--- config.mk ---
export PLATFORM = sky130hd
export DESIGN_NAME = infix_to_postfix_converter_unit_flat
export DESIGN_NICKNAME = d
export VERILOG_FILES = /design/src/hdl/i2p_pkg.sv /design/src/hdl/i2p_in_if.sv /design/src/hdl/i2p_out_if.sv /design/src/hdl/i2p_ram.sv /design/src/hdl/i2p_datapath.sv /design/src/hdl/i2p_ctrl.sv /design/src/hdl/infix_to_postfix_converter_unit.sv /design/src/flat_wrapper.sv
export SDC_FILE = /design/constraint.sdc
export NUM_CORES = 1
export LEC_CHECK = 0
export BUFFER_PORTS_ARGS = -buffer_cell sky130_fd_sc_hd__buf_4
export CAP_MARGIN = 20
export CELL_PAD_IN_SITES_DETAIL_PLACEMENT = 1
export CELL_PAD_IN_SITES_GLOBAL_PLACEMENT = 2
export CORE_ASPECT_RATIO = 0.6
export CORE_MARGIN = 2
export CORE_UTILIZATION = 47
export CTS_CLUSTER_DIAMETER = 30
export DETAILED_ROUTE_END_ITERATION = 16
export PLACE_DENSITY_LB_ADDON = 0.1
export SETUP_SLACK_MARGIN = 0.4
export SYNTH_ARGS = -nofsm -noshare
export SYNTH_HDL_FRONTEND = slang
export SYNTH_HIERARCHICAL = 1
export SYNTH_SLANG_ARGS = --single-unit
--- constraint.sdc ---
create_clock -name clk_i -period 5.1 [get_ports clk_i]
set_input_delay 0.765 -clock clk_i [delete_from_list [all_inputs] [get_ports clk_i]]
set_output_delay 0.765 -clock clk_i [all_outputs]
set_load 0.005 [all_outputs]
--- src/hdl/i2p_pkg.sv ---
package i2p_pkg;

  // default operator stack depth
  localparam int unsigned StackDepthDef = 16;

  // ascii codes the converter treats specially
  localparam logic [7:0] ChrPlus   = 8'h2B;
  localparam logic [7:0] ChrMinus  = 8'h2D;
  localparam logic [7:0] ChrStar   = 8'h2A;
  localparam logic [7:0] ChrSlash  = 8'h2F;
  localparam logic [7:0] ChrCaret  = 8'h5E;
  localparam logic [7:0] ChrLparen = 8'h28;
  localparam logic [7:0] ChrRparen = 8'h29;

  typedef enum logic [1:0] {
    CLS_ALNUM,
    CLS_LPAREN,
    CLS_RPAREN,
    CLS_OPER
  } sym_class_e;

  typedef enum logic [2:0] {
    ST_IDLE,
    ST_EVAL,
    ST_WAIT,
    ST_FLUSH,
    ST_FWAIT,
    ST_CLOSE
  } ctrl_state_e;

  // controller to datapath
  typedef struct packed {
    logic latch;     // capture the input beat
    logic push;      // push latched symbol
    logic pop;       // drop top entry
    logic emit_top;  // emit top entry as an item
    logic emit_sym;  // emit latched symbol as an item
    logic close;     // release held item, end the step
  } cmd_t;

  // datapath to controller
  typedef struct packed {
    sym_class_e cls;
    logic       eoe;
    logic       zero;
    logic       top_lparen;
    logic       pop_ok;
    logic       emit_ok;
    logic       out_free;
    logic       hold_v;
    logic       dropped;
  } sts_t;

  function automatic logic [1:0] prec_of(input logic [7:0] c);
    logic [1:0] p;
    p = 2'd0;
    if (c == ChrPlus || c == ChrMinus) p = 2'd1;
    else if (c == ChrStar || c == ChrSlash) p = 2'd2;
    else if (c == ChrCaret) p = 2'd3;
    return p;
  endfunction

  function automatic sym_class_e classify(input logic [7:0] c);
    sym_class_e k;
    if ((c >= 8'h30 && c <= 8'h39) || (c >= 8'h41 && c <= 8'h5A) ||
        (c >= 8'h61 && c <= 8'h7A)) k = CLS_ALNUM;
    else if (c == ChrLparen) k = CLS_LPAREN;
    else if (c == ChrRparen) k = CLS_RPAREN;
    else k = CLS_OPER;
    return k;
  endfunction

endpackage

--- src/hdl/i2p_in_if.sv ---
interface i2p_in_if;
  logic       valid;
  logic       ready;
  logic [7:0] symbol;
  logic       end_of_expression;

  modport source (output valid, output symbol, output end_of_expression, input ready);
  modport sink   (input valid, input symbol, input end_of_expression, output ready);
endinterface

--- src/hdl/i2p_out_if.sv ---
interface i2p_out_if;
  logic       valid;
  logic       ready;
  logic [7:0] out_symbol;
  logic       has_symbol;
  logic       last;
  logic       overflow;

  modport source (output valid, output out_symbol, output has_symbol, output last,
                  output overflow, input ready);
  modport sink   (input valid, input out_symbol, input has_symbol, input last,
                  input overflow, output ready);
endinterface

--- src/hdl/i2p_ram.sv ---
module i2p_ram #(
  parameter int unsigned Width = 8,
  parameter int unsigned Depth = 16,
  localparam int unsigned AW = (Depth > 1) ? $clog2(Depth) : 1
) (
  input  logic             clk_i,
  input  logic             we_i,
  input  logic [AW-1:0]    waddr_i,
  input  logic [Width-1:0] wdata_i,
  input  logic [AW-1:0]    raddr_i,
  output logic [Width-1:0] rdata_o
);

  logic [Width-1:0] mem_q [Depth];
  logic [Width-1:0] rdata_q;

  // single write port, registered read
  always_ff @(posedge clk_i) begin
    if (we_i) begin
      mem_q[waddr_i] <= wdata_i;
    end
    rdata_q <= mem_q[raddr_i];
  end

  assign rdata_o = rdata_q;

endmodule

--- src/hdl/i2p_datapath.sv ---
module i2p_datapath
  import i2p_pkg::*;
#(
  parameter int unsigned STACK_DEPTH = StackDepthDef
) (
  input  logic       clk_i,
  input  logic       rst_ni,
  input  cmd_t       cmd_i,
  output sts_t       sts_o,
  input  logic [7:0] in_symbol_i,
  input  logic       in_end_i,
  input  logic       out_ready_i,
  output logic       out_valid_o,
  output logic [7:0] out_symbol_o,
  output logic       has_symbol_o,
  output logic       last_o,
  output logic       overflow_o
);

  localparam int unsigned CW = $clog2(STACK_DEPTH + 1);
  localparam int unsigned AW = $clog2(STACK_DEPTH);

  logic [7:0]    sym_q;
  logic          eoe_q;
  logic [CW-1:0] count_q, count_d, count_dec;
  logic          dropped_q, dropped_d;
  logic [7:0]    hold_sym_q, hold_sym_d;
  logic          hold_has_q, hold_has_d;
  logic          hold_v_q, hold_v_d;
  logic          out_v_q, out_v_d;
  logic [7:0]    out_sym_q, out_sym_d;
  logic          out_has_q, out_has_d;
  logic          out_last_q, out_last_d;
  logic          out_ovf_q, out_ovf_d;
  logic [7:0]    top;
  logic          zero, full, out_free, emit, load;
  logic [7:0]    new_sym;

  assign count_dec = count_q - {{(CW-1){1'b0}}, 1'b1};
  assign zero      = (count_q == '0);
  assign full      = (count_q == CW'(STACK_DEPTH));
  assign out_free  = !out_v_q || out_ready_i;
  assign emit      = cmd_i.emit_top || cmd_i.emit_sym;
  assign new_sym   = cmd_i.emit_top ? top : sym_q;

  // operator stack storage, read address tracks the top entry
  i2p_ram #(
    .Width(8),
    .Depth(STACK_DEPTH)
  ) u_stack (
    .clk_i  (clk_i),
    .we_i   (cmd_i.push && !full),
    .waddr_i(count_q[AW-1:0]),
    .wdata_i(sym_q),
    .raddr_i(count_dec[AW-1:0]),
    .rdata_o(top)
  );

  // status to the controller
  always_comb begin
    sts_o.cls        = classify(sym_q);
    sts_o.eoe        = eoe_q;
    sts_o.zero       = zero;
    sts_o.top_lparen = (top == ChrLparen);
    sts_o.pop_ok     = !zero && (top != ChrLparen) && (prec_of(top) >= prec_of(sym_q));
    sts_o.emit_ok    = !hold_v_q || out_free;
    sts_o.out_free   = out_free;
    sts_o.hold_v     = hold_v_q;
    sts_o.dropped    = dropped_q;
  end

  // stack count and drop flag
  always_comb begin
    count_d   = count_q;
    dropped_d = dropped_q;
    if (cmd_i.latch) dropped_d = 1'b0;
    if (cmd_i.push) begin
      if (full) dropped_d = 1'b1;
      else count_d = count_q + {{(CW-1){1'b0}}, 1'b1};
    end else if (cmd_i.pop) begin
      count_d = count_dec;
    end
  end

  // one item held back so the final one can carry last
  always_comb begin
    hold_sym_d = hold_sym_q;
    hold_has_d = hold_has_q;
    hold_v_d   = hold_v_q;
    out_sym_d  = out_sym_q;
    out_has_d  = out_has_q;
    out_last_d = out_last_q;
    out_ovf_d  = out_ovf_q;
    load       = 1'b0;
    if (emit) begin
      if (hold_v_q) begin
        load       = 1'b1;
        out_sym_d  = hold_sym_q;
        out_has_d  = hold_has_q;
        out_last_d = 1'b0;
        out_ovf_d  = dropped_q;
      end
      hold_sym_d = new_sym;
      hold_has_d = 1'b1;
      hold_v_d   = 1'b1;
    end else if (cmd_i.close) begin
      if (hold_v_q) begin
        load       = 1'b1;
        out_sym_d  = hold_sym_q;
        out_has_d  = hold_has_q;
        out_last_d = eoe_q;
        out_ovf_d  = dropped_q;
      end else if (eoe_q || dropped_q) begin
        load       = 1'b1;
        out_sym_d  = 8'h00;
        out_has_d  = 1'b0;
        out_last_d = eoe_q;
        out_ovf_d  = dropped_q;
      end
      hold_v_d = 1'b0;
    end
    out_v_d = load || (out_v_q && !out_ready_i);
  end

  // control registers
  always_ff @(posedge clk_i or negedge rst_ni) begin
    if (!rst_ni) begin
      count_q   <= '0;
      dropped_q <= 1'b0;
      hold_v_q  <= 1'b0;
      out_v_q   <= 1'b0;
    end else begin
      count_q   <= count_d;
      dropped_q <= dropped_d;
      hold_v_q  <= hold_v_d;
      out_v_q   <= out_v_d;
    end
  end

  // payload registers
  always_ff @(posedge clk_i) begin
    if (cmd_i.latch) begin
      sym_q <= in_symbol_i;
      eoe_q <= in_end_i;
    end
    hold_sym_q <= hold_sym_d;
    hold_has_q <= hold_has_d;
    out_sym_q  <= out_sym_d;
    out_has_q  <= out_has_d;
    out_last_q <= out_last_d;
    out_ovf_q  <= out_ovf_d;
  end

  assign out_valid_o  = out_v_q;
  assign out_symbol_o = out_sym_q;
  assign has_symbol_o = out_has_q;
  assign last_o       = out_last_q;
  assign overflow_o   = out_ovf_q;

  // stack count stays within depth
  a_count_range: assert property (@(posedge clk_i) disable iff (!rst_ni)
    count_q <= CW'(STACK_DEPTH))
    else $error("stack count beyond depth");

  // no pop from an empty stack
  a_pop_nonempty: assert property (@(posedge clk_i) disable iff (!rst_ni)
    cmd_i.pop |-> !zero)
    else $error("pop on empty stack");

  // a pop lowers the count by one
  a_pop_dec: assert property (@(posedge clk_i) disable iff (!rst_ni)
    cmd_i.pop && !cmd_i.push |=> count_q == $past(count_dec))
    else $error("pop did not decrement count");

  // output register is never overwritten while a beat is pending
  a_no_overwrite: assert property (@(posedge clk_i) disable iff (!rst_ni)
    load |-> out_free)
    else $error("output beat overwritten");

endmodule

--- src/hdl/i2p_ctrl.sv ---
module i2p_ctrl
  import i2p_pkg::*;
(
  input  logic clk_i,
  input  logic rst_ni,
  input  logic in_valid_i,
  output logic in_ready_o,
  input  sts_t sts_i,
  output cmd_t cmd_o
);

  ctrl_state_e state_q, state_d;
  logic        close_ok;

  // closing needs the output register when something is sent
  assign close_ok = !(sts_i.hold_v || sts_i.eoe || sts_i.dropped) || sts_i.out_free;

  // next state
  always_comb begin
    state_d = state_q;
    unique case (state_q)
      ST_IDLE: if (in_valid_i) state_d = ST_EVAL;
      ST_EVAL: begin
        unique case (sts_i.cls)
          CLS_ALNUM: begin
            if (sts_i.emit_ok) state_d = sts_i.eoe ? ST_FLUSH : ST_CLOSE;
          end
          CLS_LPAREN: state_d = sts_i.eoe ? ST_FWAIT : ST_CLOSE;
          CLS_RPAREN: begin
            priority if (sts_i.zero) state_d = sts_i.eoe ? ST_FLUSH : ST_CLOSE;
            else if (sts_i.top_lparen) state_d = sts_i.eoe ? ST_FWAIT : ST_CLOSE;
            else if (sts_i.emit_ok) state_d = ST_WAIT;
            else state_d = ST_EVAL;
          end
          CLS_OPER: begin
            priority if (sts_i.pop_ok) begin
              if (sts_i.emit_ok) state_d = ST_WAIT;
            end else state_d = sts_i.eoe ? ST_FWAIT : ST_CLOSE;
          end
          default: state_d = ST_CLOSE;
        endcase
      end
      ST_WAIT:  state_d = ST_EVAL;
      ST_FLUSH: begin
        priority if (sts_i.zero) state_d = ST_CLOSE;
        else if (sts_i.emit_ok) state_d = ST_FWAIT;
        else state_d = ST_FLUSH;
      end
      ST_FWAIT: state_d = ST_FLUSH;
      ST_CLOSE: if (close_ok) state_d = ST_IDLE;
      default:  state_d = ST_IDLE;
    endcase
  end

  // commands
  always_comb begin
    cmd_o      = '0;
    in_ready_o = 1'b0;
    unique case (state_q)
      ST_IDLE: begin
        in_ready_o  = 1'b1;
        cmd_o.latch = in_valid_i;
      end
      ST_EVAL: begin
        unique case (sts_i.cls)
          CLS_ALNUM:  cmd_o.emit_sym = sts_i.emit_ok;
          CLS_LPAREN: cmd_o.push = 1'b1;
          CLS_RPAREN: begin
            priority if (sts_i.zero) cmd_o.pop = 1'b0;
            else if (sts_i.top_lparen) cmd_o.pop = 1'b1;
            else begin
              cmd_o.pop      = sts_i.emit_ok;
              cmd_o.emit_top = sts_i.emit_ok;
            end
          end
          CLS_OPER: begin
            priority if (sts_i.pop_ok) begin
              cmd_o.pop      = sts_i.emit_ok;
              cmd_o.emit_top = sts_i.emit_ok;
            end else cmd_o.push = 1'b1;
          end
          default: cmd_o = '0;
        endcase
      end
      ST_FLUSH: begin
        cmd_o.pop      = !sts_i.zero && sts_i.emit_ok;
        cmd_o.emit_top = !sts_i.zero && sts_i.emit_ok;
      end
      ST_CLOSE: cmd_o.close = close_ok;
      ST_WAIT, ST_FWAIT: cmd_o = '0;
      default: cmd_o = '0;
    endcase
  end

  always_ff @(posedge clk_i or negedge rst_ni) begin
    if (!rst_ni) begin
      state_q <= ST_IDLE;
    end else begin
      state_q <= state_d;
    end
  end

  // a new beat is only taken once the previous step is closed
  a_latch_after_close: assert property (@(posedge clk_i) disable iff (!rst_ni)
    cmd_o.latch |-> !sts_i.hold_v)
    else $error("held item left over from previous step");

  // every pop moves to ST_WAIT, ST_FWAIT or ST_CLOSE so the stack read settles
  a_pop_then_wait: assert property (@(posedge clk_i) disable iff (!rst_ni)
    cmd_o.pop |=> (state_q == ST_WAIT || state_q == ST_FWAIT || state_q == ST_CLOSE))
    else $error("stack top used before read settled");

endmodule

--- src/hdl/infix_to_postfix_converter_unit.sv ---
// Shunting-yard infix to postfix converter. One ASCII character is taken per
// input beat, with end_of_expression on the final one; operands pass through,
// operators are reordered on an internal stack of STACK_DEPTH entries and the
// stack is flushed at the end, the last result beat marked with last. A push
// onto a full stack is dropped and every beat sent after that within the
// character carries overflow; a character that yields nothing but ends the
// expression or drops a push gives one bare beat with has_symbol low. Each
// popped operator is emitted and then waits for the stack memory's registered
// read to present the new top; the final character flushes the remaining
// entries the same way, and one that pushes (or tries to push) or discards a
// '(' also waits for that read before the flush. Output back-pressure stalls
// the converter.
// The stack memory needs no clearing after reset.
module infix_to_postfix_converter_unit
  import i2p_pkg::*;
#(
  parameter int unsigned STACK_DEPTH = StackDepthDef
) (
  input  logic       clk_i,
  input  logic       rst_ni,
  i2p_in_if.sink     in_i,
  i2p_out_if.source  out_o
);

  cmd_t cmd;
  sts_t sts;

  i2p_ctrl u_ctrl (
    .clk_i     (clk_i),
    .rst_ni    (rst_ni),
    .in_valid_i(in_i.valid),
    .in_ready_o(in_i.ready),
    .sts_i     (sts),
    .cmd_o     (cmd)
  );

  i2p_datapath #(
    .STACK_DEPTH(STACK_DEPTH)
  ) u_dp (
    .clk_i       (clk_i),
    .rst_ni      (rst_ni),
    .cmd_i       (cmd),
    .sts_o       (sts),
    .in_symbol_i (in_i.symbol),
    .in_end_i    (in_i.end_of_expression),
    .out_ready_i (out_o.ready),
    .out_valid_o (out_o.valid),
    .out_symbol_o(out_o.out_symbol),
    .has_symbol_o(out_o.has_symbol),
    .last_o      (out_o.last),
    .overflow_o  (out_o.overflow)
  );

endmodule
--- src/flat_wrapper.sv ---
// flat-port wrapper written by rule: the top's interface ports become plain ports
module infix_to_postfix_converter_unit_flat import i2p_pkg::*;
#(
  parameter int unsigned STACK_DEPTH = StackDepthDef
)
  (clk_i, rst_ni, in_i_valid, in_i_symbol, in_i_end_of_expression, in_i_ready, out_o_valid, out_o_out_symbol, out_o_has_symbol, out_o_last, out_o_overflow, out_o_ready);
  i2p_in_if in_i_i ();
  i2p_out_if out_o_i ();
  input  logic clk_i;
  input  logic rst_ni;
  input wire logic [$bits(in_i_i.valid)-1:0] in_i_valid;
  input wire logic [$bits(in_i_i.symbol)-1:0] in_i_symbol;
  input wire logic [$bits(in_i_i.end_of_expression)-1:0] in_i_end_of_expression;
  output wire logic [$bits(in_i_i.ready)-1:0] in_i_ready;
  output wire logic [$bits(out_o_i.valid)-1:0] out_o_valid;
  output wire logic [$bits(out_o_i.out_symbol)-1:0] out_o_out_symbol;
  output wire logic [$bits(out_o_i.has_symbol)-1:0] out_o_has_symbol;
  output wire logic [$bits(out_o_i.last)-1:0] out_o_last;
  output wire logic [$bits(out_o_i.overflow)-1:0] out_o_overflow;
  input wire logic [$bits(out_o_i.ready)-1:0] out_o_ready;
  assign in_i_i.valid = in_i_valid;
  assign in_i_i.symbol = in_i_symbol;
  assign in_i_i.end_of_expression = in_i_end_of_expression;
  assign in_i_ready = in_i_i.ready;
  assign out_o_valid = out_o_i.valid;
  assign out_o_out_symbol = out_o_i.out_symbol;
  assign out_o_has_symbol = out_o_i.has_symbol;
  assign out_o_last = out_o_i.last;
  assign out_o_overflow = out_o_i.overflow;
  assign out_o_i.ready = out_o_ready;
  infix_to_postfix_converter_unit #(.STACK_DEPTH(STACK_DEPTH)) u_core (.clk_i(clk_i), .rst_ni(rst_ni), .in_i(in_i_i), .out_o(out_o_i));
endmodule
==> results.toml <==
[power]
intPower_mw = 3.250
seq_power_share_pct = 41.6
power_frac_clock_pct = 25.3
peakVddDrop_uv = 283.5
leakagePower_nw = 2.937
powerDensity_nw_per_um2 = 584.4
p_sw_mw = 1.691
pwr-share-comb_pct = 33.1
switching_share_pct = 34.23

[timing]
slew-limit-headroom_pct = 42.95
tightest_slew_ps = 855.8
slew_viol_final = 0
max_freq_mhz = 233.9
finalHoldViolCount = 0
skew_ps = 9.972
min_period_ps = 4275
fin_tns_setup_ps = 0
setup_violations = 0
final.period_utilization_pct = 83.83
rsz0062_at_grt = "false"

[global_route]
antenna_found_initial = 0
grt_overflow = 0
grt_pass1_wl_mm = 26.54
first_global_vias = 4322
grt_max_degree = 34
gr-usage-all-layers_pct = 21.80

[logic_synthesis]
synth_edf_count = 156
yosys.area.top_type = "edfxtp_1"
synth_area_leaders = "edfxtp_1 (63%), mux4_2 (5.5%), mux4_1 (5.0%)"
ys_seq_area_share_pct = 68.99
async_reset_ff_share_pct = 6.286
synth_most_common_cell = "edfxtp_1"
synth-warning-count = 6
synth_top_area_share_pct = 63.13
ys_top_cells_by_count = "edfxtp_1 (156), nor2_1 (26), nand2_1 (25)"
synth.avg_cell_area_um2 = 16.90
netlist_area_um2 = 7421
netlist_instances = 439
post_synth_num_cell_types = 58
synth_nets = 457
synth_ff_type = "edfxtp_1"
synth-seq-cells = 175

[route]
vias = 4212
vias_per_cell = 5.991
wire_per_inst_um = 25.17
drt_first_pass_iters = 5
drt_iter0_drc = 401
ant_nets = 0
drc = 0
totalWireLength_mm = 17.69

[placed_design]
hpwl_mm = 11.60
gp_congestion = 0.7449
port_buffers = 25
dp_cells = 667
place_area_um2 = 7853

[layout]
drive_gt1_share_pct = 23.80
layout.cells.non_filler = 703
stdcell_area_um2 = 8454
final_net_count = 505
n_antenna_cell = 0
syn2layout_area_growth_pct = 13.93

[clock_network]
cts_setup_buffers = 0
cts-hold-fix-buffers = 0
cts_buffers = 17
tritoncts = "built"
cts_root_buf = "clkbuf_16"
cts.htree.levels = 4
clockBufferDepth = 2
path_clk_slew_ps = 70
clock_sinks = 175
insertion_delay_ps = 430
cts-resized-gates = 0

[setup_path]
worst_ep_required_time_ps = 5230
critPathArrivalTime_ps = 4410
worstPathMaxFanout = 20
start_kind = "flop"
endpoint_kind = "flop"
path_class = "reg -> reg"

[floorplanning]
initial_utilization_pct = 48.14
dieHeight_um = 101.3
num_rows = 35
die_area_um2 = 16840
coreArea_um2 = 15410
die_width_um = 166.2
io-pin-count = 26

[status]
outcome = "finished, final reports clean"

[min_path]
hold_class = "in -> async"

[run]
drv_cap = 0
flip-flops by register name (all words and copies together) (netlist names):
name and count:
u_core/u_dp/sym_q 8, u_core/u_dp/hold_v_q 1, u_core/u_ctrl/state_q 3, u_core/u_dp/u_stack/rdata_o 8
u_core/u_dp/dropped_q 1, u_core/u_dp/out_valid_o 1, u_core/u_dp/count_q 5, u_core/u_dp/hold_sym_q 8
u_core/u_dp/out_symbol_o 8, u_core/u_dp/eoe_q 1, u_core/u_dp/has_symbol_o 1, u_core/u_dp/overflow_o 1
u_core/u_dp/u_stack/mem_q 128, u_core/u_dp/last_o 1
metrics by stage:
stage | setup slack, ps | utilization, % | total power, mW | hold slack (ps)
after floorplan | 1102 | - | 3.213 | 464.3
after global routing | 442.2 | 54.85 | 5.200 | 159.2
after global placement | 906.3 | 50.94 | 3.660 | 513.4
after CTS | 707.5 | 54.57 | 4.973 | 162.8
after detailed placement | 766.3 | 50.94 | 3.707 | 531.3
final | 824.6 | 54.85 | 4.941 | 168.1
critical path, stage by stage (launching register included):
cell	delay (ps)
edfxtp_1	380
buf_4	220
nor2_1	150
nand2_1	70
nor3_1	300
o2111ai_1	170
ha_1	340
a21oi_1	60
nor3_1	390
and2_1	230
o21ai_1	90
mux2i_1	200
and3_1	460
nor2_1	160
inv_1	330
a2bb2oi_1	190
buf_4	230
cell families after synthesis:
kind of cell | count (synthesis) | share of synthesized area [%]
AO/OA/AOI/OAI | 57 | 5.497
XOR/XNOR | 6 | 0.7083
adder cells (fa/ha/maj) | 5 | 0.8430
buffers and inverters | 34 | 3.018
flip-flops | 175 | 68.99
multiplexers | 42 | 11.90
AND/OR/NAND/NOR | 120 | 9.037
routing by layer:
layer  GRT usage, %  wire length [um]  part of all wire [%]  vias up
li1               -                 -                     -     1836
met1          34.55              8984                    51     2234
met2          30.99              7525                    43      126
met3          4.220               998                   5.6       16
met4          5.836               181                   1.0        0
met5              0                 0                     0        -
cells in the final DEF (no fill, tap or decap), types with 9 or more instances in the layout:
cell type	synthesis	routed
a22oi_1	16	16
buf_4	6	48
clkbuf_16	0	17
dfrtp_1	11	11
edfxtp_1	156	156
inv_1	11	9
mux4_1	14	14
mux4_2	18	18
nand2_1	25	25
nor2_1	26	26
nor2b_1	11	11
nor3_1	10	10
area by class of cell:
type | instances | area [um^2]
Clock buffer | 18 | 429.2
Clock inverter | 14 | 130.1
Fill cell | 1437 | 6960
Inverter | 11 | 41.29
Multi-Input combinational cell | 230 | 2077
Sequential cell | 175 | 5120
Tap cell | 203 | 254.0
Timing Repair Buffer | 52 | 402.9
power groups by stage:
stage               clock (mW)  sequential [mW]  combinational [mW]
detailed placement           0             2.10                1.61
CTS                       1.28             2.07                1.63
finish                    1.25             2.05                1.64
global placement             0             2.08                1.58
global route              1.33             2.08                1.79
floorplan                    0             2.01                1.21
path summary, 6_finish.rpt:
| check | start | end | slack [ps] | cells past startpoint |
|---|---|---|---|---|
| hold reg to reg | u_core/u_dp/hold_sym_q[7] | u_core/u_dp/out_symbol_o[7] | 550 | 1 |
| max in group asynchronous | rst_ni | u_core/u_ctrl/state_q[2] | 4770 | 1 |
| setup / recovery | u_core/u_dp/sym_q[7] | u_core/u_dp/out_symbol_o[0] | 820 | 16 |
| setup reg to reg | u_core/u_dp/sym_q[7] | u_core/u_dp/out_symbol_o[0] | 820 | 16 |
| hold / removal | rst_ni | u_core/u_ctrl/state_q[0] | 170 | 1 |
| min in group clk_i | in_i_symbol[1] | u_core/u_dp/sym_q[1] | 510 | 1 |
Power figures use the tool's default switching activity.
